<file path="config.mk">
export PLATFORM = sky130hd
export DESIGN_NAME = hkce_ctrl
export DESIGN_NICKNAME = d
export VERILOG_FILES = /design/src/rtl/hkce_pkg.sv /design/src/rtl/hkce_ctrl.sv
export SDC_FILE = /design/constraint.sdc
export NUM_CORES = 1
export LEC_CHECK = 0
export ABC_CLOCK_PERIOD_IN_PS = 2880
export BUFFER_PORTS_ARGS = -buffer_cell sky130_fd_sc_hd__buf_4
export CAP_MARGIN = 30
export CORE_UTILIZATION = 40
export CTS_BUF_LIST = sky130_fd_sc_hd__clkbuf_8
export DETAILED_ROUTE_END_ITERATION = 7
export HOLD_SLACK_MARGIN = 0.08
export PLACE_DENSITY = 0.62
export SETUP_SLACK_MARGIN = 0.5
export SYNTH_ARGS = -nofsm -noshare
export SYNTH_HDL_FRONTEND = slang
export SYNTH_SLANG_ARGS = --single-unit
</file>
<file path="constraint.sdc">
create_clock -name clk -period 2.88 [get_ports clk]
set_clock_uncertainty 0.2 [all_clocks]
set_input_delay 0.576 -clock clk [delete_from_list [all_inputs] [get_ports clk]]
set_output_delay 0.576 -clock clk [all_outputs]
set_load 0.02 [all_outputs]
</file>
<file path="src/rtl/hkce_pkg.sv">
// Package for the Hermite keyframe curve evaluator: payload structs, register
// indexes, controller states and the command/status structs between modules.
// No dependencies.
package hkce_pkg;

	localparam int MAX_KEYS   = 8;
	localparam int FRAC_BITS  = 16;
	localparam int KEY_W      = $clog2(MAX_KEYS);
	localparam int CNT_W      = 4;
	localparam int DEPTH      = 3 * MAX_KEYS;
	localparam int ADDR_W     = $clog2(DEPTH);
	localparam logic [16:0] ONE_Q = 17'(1 << FRAC_BITS);

	localparam logic [2:0] REG_MODE   = 3'd0;
	localparam logic [2:0] REG_MULT   = 3'd1;
	localparam logic [2:0] REG_CONST  = 3'd2;
	localparam logic [2:0] REG_CLOW   = 3'd3;
	localparam logic [2:0] REG_CHIGH  = 3'd4;
	localparam logic [2:0] REG_NMAIN  = 3'd5;
	localparam logic [2:0] REG_NLOW   = 3'd6;
	localparam logic [2:0] REG_NHIGH  = 3'd7;

	localparam logic [2:0] MODE_CONST  = 3'd0;
	localparam logic [2:0] MODE_CURVE  = 3'd1;
	localparam logic [2:0] MODE_TWOC   = 3'd2;
	localparam logic [2:0] MODE_TWOCV  = 3'd3;
	localparam logic [2:0] MODE_RCONST = 3'd4;
	localparam logic [2:0] MODE_RCURVE = 3'd5;

	localparam logic CMD_EVAL = 1'b0;
	localparam logic CMD_LOAD = 1'b1;

	typedef struct packed {
		logic               cmd;
		logic [16:0]        sample_time;
		logic [16:0]        random_weight;
		logic [1:0]         curve_slot;
		logic [2:0]         key_index;
		logic [16:0]        key_time;
		logic signed [31:0] key_value;
		logic signed [31:0] tangent_in;
		logic signed [31:0] tangent_out;
	} in_item_t;

	typedef struct packed {
		logic signed [31:0] curve_result;
		logic               saturated;
	} out_item_t;

	typedef enum logic [4:0] {
		ST_IDLE, ST_CURVE, ST_RD, ST_CHK, ST_SRCH, ST_SEG, ST_DIV,
		ST_M1, ST_M2, ST_M3, ST_M4, ST_M5, ST_M6, ST_M7, ST_M8, ST_SUM,
		ST_CDONE, ST_BL1, ST_BL2, ST_SC1, ST_SC2, ST_OUT
	} state_t;

	// datapath micro-operation selected by the controller
	typedef enum logic [4:0] {
		OP_NONE, OP_LATCH, OP_CURVE, OP_RD, OP_CHK, OP_SRCH, OP_SEG, OP_DIV,
		OP_M1, OP_M2, OP_M3, OP_M4, OP_M5, OP_M6, OP_M7, OP_M8, OP_SUM,
		OP_CDONE, OP_BL1, OP_BL2, OP_SC1, OP_SC2
	} op_t;

	typedef struct packed {
		op_t  op;
		logic slot_hi;   // evaluating maximum curve
	} dp_cmd_t;

	typedef struct packed {
		logic is_load;
		logic two_curves;
		logic need_curve;
		logic curve_done;  // value settled early (special case)
		logic found;
		logic search_end;
		logic div_done;
	} dp_sts_t;

endpackage

</file>
<file path="src/rtl/hkce_ctrl.sv">
// Controller state machine of the curve evaluator.
// Depends on hkce_pkg.
module hkce_ctrl (
	input  logic             clk,
	input  logic             arst_n,
	input  logic             start,
	input  hkce_pkg::dp_sts_t sts,
	output hkce_pkg::dp_cmd_t cmd,
	output logic             busy,
	output logic             done
);
	import hkce_pkg::*;

	state_t state_q, state_d;
	logic   hi_q, hi_d;

	always_ff @(posedge clk or negedge arst_n) begin
		if (!arst_n) begin
			state_q <= ST_IDLE;
			hi_q    <= 1'b0;
		end else begin
			state_q <= state_d;
			hi_q    <= hi_d;
		end
	end

	always_comb begin
		state_d = state_q;
		hi_d    = hi_q;
		unique case (state_q)
			ST_IDLE: begin
				hi_d = 1'b0;
				if (start) state_d = ST_CURVE;
			end
			ST_CURVE: begin
				if (sts.is_load) state_d = ST_IDLE;
				else if (sts.need_curve) state_d = ST_RD;
				else state_d = ST_BL1;
			end
			ST_RD:   state_d = ST_CHK;
			ST_CHK:  state_d = sts.curve_done ? ST_CDONE : ST_SRCH;
			ST_SRCH: begin
				if (sts.found) state_d = ST_SEG;
				else if (sts.search_end) state_d = ST_CDONE;
			end
			ST_SEG:  state_d = sts.curve_done ? ST_CDONE : ST_DIV;
			ST_DIV:  if (sts.div_done) state_d = ST_M1;
			ST_M1:   state_d = ST_M2;
			ST_M2:   state_d = ST_M3;
			ST_M3:   state_d = ST_M4;
			ST_M4:   state_d = ST_M5;
			ST_M5:   state_d = ST_M6;
			ST_M6:   state_d = ST_M7;
			ST_M7:   state_d = ST_M8;
			ST_M8:   state_d = ST_SUM;
			ST_SUM:  state_d = ST_CDONE;
			ST_CDONE: begin
				if (sts.two_curves && !hi_q) begin
					hi_d    = 1'b1;
					state_d = ST_RD;
				end else state_d = ST_BL1;
			end
			ST_BL1:  state_d = ST_BL2;
			ST_BL2:  state_d = ST_SC1;
			ST_SC1:  state_d = ST_SC2;
			ST_SC2:  state_d = ST_OUT;
			ST_OUT:  state_d = ST_IDLE;
			default: state_d = ST_IDLE;
		endcase
	end

	always_comb begin
		cmd.slot_hi = hi_q;
		busy = (state_q != ST_IDLE);
		done = (state_q == ST_OUT);
		unique case (state_q)
			ST_IDLE:  cmd.op = start ? OP_LATCH : OP_NONE;
			ST_CURVE: cmd.op = OP_CURVE;
			ST_RD:    cmd.op = OP_RD;
			ST_CHK:   cmd.op = OP_CHK;
			ST_SRCH:  cmd.op = OP_SRCH;
			ST_SEG:   cmd.op = OP_SEG;
			ST_DIV:   cmd.op = OP_DIV;
			ST_M1:    cmd.op = OP_M1;
			ST_M2:    cmd.op = OP_M2;
			ST_M3:    cmd.op = OP_M3;
			ST_M4:    cmd.op = OP_M4;
			ST_M5:    cmd.op = OP_M5;
			ST_M6:    cmd.op = OP_M6;
			ST_M7:    cmd.op = OP_M7;
			ST_M8:    cmd.op = OP_M8;
			ST_SUM:   cmd.op = OP_SUM;
			ST_CDONE: cmd.op = OP_CDONE;
			ST_BL1:   cmd.op = OP_BL1;
			ST_BL2:   cmd.op = OP_BL2;
			ST_SC1:   cmd.op = OP_SC1;
			ST_SC2:   cmd.op = OP_SC2;
			default:  cmd.op = OP_NONE;
		endcase
	end
endmodule

</file>
==> impl_metrics.json <==
{
  "status": "finished, violations left",
  "violations": "DRC",
  "final_cell_mix": "buf_4, a21oi_1, nand2_1, o21ai_0",
  "hp-class": "register to register",
  "synth-edff-count": 0,
  "fin_crit_sh_pct": 80.6,
  "ant_nets": 0,
  "p_per_area_nw_per_um2": 1220,
  "power_mw": 1.11,
  "die_h_um": 43.6,
  "yosys_register_bits": 6,
  "htreeDepth": 1,
  "fin_crit_ns": 2.32,
  "path_class": "register to primary output",
  "rsz0062_at_grt": "no",
  "avgRoutedWirePerCell_um": 14.6,
  "utilization_pct": 58.4,
  "clock_latency_ns": 0.23,
  "slew_headroom_pct": 79.1,
  "yosysSeqAreaShare_pct": 21.7,
  "grt_pass1_vias": 616,
  "tightest_slew_ns": 0.311,
  "post-route-drc-count": 1,
  "drive_gt1_share_pct": 38.0,
  "floorplan.rows": 14,
  "hold_violations": 0,
  "r2r_setup_slack_ns": 0.92,
  "register_area_um2": 155,
  "num_vias": 727,
  "grt_max_degree": 19,
  "grt_pass1_wl_um": 2730,
  "grtUsageTotal_pct": 19.9,
  "dr.first_iter.drc_count": 25,
  "die_w_um": 43.6,
  "cap_violations": 0,
  "syn_area_um2": 692,
  "antenna_found_initial": 0,
  "async_reset_ff_share_pct": 100,
  "synthFlopType": "dfrtp_1",
  "num_antenna_cells": 0,
  "ios": 18,
  "core-area_um2": 1560,
  "area_growth_pct": 31.6,
  "syn_nets": 97,
  "synth_cells": 87,
  "fmax_ghz": 0.431,
  "start_util_pct": 44.4,
  "yosys_warnings": 0,
  "holdPathEnd": "hi_q$_DFFE_PN0P_",
  "multi_input_area_um2": 459,
  "grt_overflow": 0,
  "slew_violations": 0,
  "cts_made_buffers": 3,
  "drt-pass1-iter-count": 6,
  "rr_worst_depth": 5,
  "reg2reg_to": "state_q[4]$_DFFE_PN0P_",
  "worstPathMaxFanout": 11,
  "hold_depth": 1,
  "tritoncts": "yes",
  "nFillCells": 158,
  "clockRootBuffer": "clkbuf_8",
  "arrival_ns": 1.54,
  "place.gp.congestion": 0.768,
  "cts.clk_slew.worst_paths_ns": 0.04,
  "hold_start": "hi_q$_DFFE_PN0P_",
  "dieArea_um2": 1900,
  "io_buffers": 17,
  "hpwl_um": 1150,
  "synth_cell_types": 37,
  "nets": 120,
  "clk_path_buf_depth": 2,
  "drt_wl_total_um": 1810,
  "vias_per_cell": 5.86,
  "final_common_cell": "buf_4",
  "cp.required_ns": 2.10,
  "cts_sinks": 6,
  "vdd_drop_max_mv": 0.590,
  "leakagePower_nw": 0.414,
  "critPathLaunchType": "register",
  "avgSynthCellArea_um2": 7.95,
  "setup_tns_ns": 0,
  "worst_setup_path_end_kind": "primary output",
  "reg2reg_from": "state_q[1]$_DFFE_PN0P_",
  "setup_viol": 0
}
## worst max-delay path, cell delays in order (launching register included)
cell and delay [ns]:
dfrtp_2 0.47, and4b_1 0.25, a21o_1 0.15, a22oi_1 0.19
nand2_1 0.09, buf_4 0.16
## where the power goes
part           switching, mW  internal (mW)
clock                 0.0380         0.0900
sequential            0.0834          0.128
combinational          0.398          0.370
## flip-flops by register name (all words and copies together) (netlist names)
name,count
hi_q,1
state_q,5
## through the flow
stage	setup WS, ns	cells	hold WS [ns]	instance area (µm²)
after floorplan	0.847	87	0.0804	692
after global placement	0.595	110	0.188	777
after detailed placement	0.534	110	0.188	777
after CTS	0.501	116	0.329	851
after global routing	0.507	124	0.368	911
final	0.560	124	0.332	911
## synth_stat cells (2+ instances only)
cell type,instances,area share (%)
inv_1,4,2.2
nand2b_1,2,1.8
nor4b_1,2,2.5
dfrtp_1,6,22
buf_2,5,3.6
a21oi_1,7,5.1
nand2b_4,2,4.0
or2_1,2,1.8
o221ai_1,2,2.5
nand2_1,6,3.3
a41oi_1,2,2.5
a2bb2oi_1,3,3.8
o21ai_0,6,4.3
buf_4,4,4.3
o21a_1,3,3.3
nand3_1,3,2.2
a21o_1,2,2.2
nor2b_1,5,4.5
nor2_1,3,1.6
## cells by family (layout without fill, tap and decap cells)
kind of cell,count (synthesis),in the layout,synth area share [%]
AND/OR/NAND/NOR,32,32,30.2
flip-flops,6,6,21.7
AO/OA/AOI/OAI,33,33,34.5
XOR/XNOR,1,1,1.27
buffers and inverters,15,36,12.3
## worst max path at each step
stage	start	to	slack (ns)	depth (start not counted)
2_1_floorplan	state_q[1]$_DFFE_PN0P_	cmd[3]	0.85	4
3_3_place_gp	state_q[2]$_DFFE_PN0P_	cmd[5]	0.60	5
3_5_place_dp	state_q[2]$_DFFE_PN0P_	cmd[5]	0.53	5
4_1_cts	state_q[0]$_DFFE_PN0P_	cmd[5]	0.50	5
5_1_grt	state_q[0]$_DFFE_PN0P_	cmd[5]	0.51	5
6_report	state_q[0]$_DFFE_PN0P_	cmd[5]	0.56	5
## layout make-up
class | instances | share of cell area, %
clock buffer | 3 | 4.53
inverter | 4 | 1.65
multi-input combinational | 66 | 50.4
sequential | 6 | 17.0
tap | 16 | 2.20
timing repair buffer | 29 | 24.2
## per-layer routing
layer	track usage (%)	up-vias	wire length, µm
met5	0	-	0
met4	3.75	0	0
met3	7.50	0	118
met2	31.6	25	865
met1	26.0	338	825
li1	-	364	-
## what timing repair did
action	in CTS	in global routing
gates resized for setup	5	0
setup buffers	2	8
endpoints found under the hold margin	6	0
setup endpoints to repair	2	1
hold buffers	1	0
pin swaps	0	0
No activity file was read; power rests on OpenSTA's default activity.
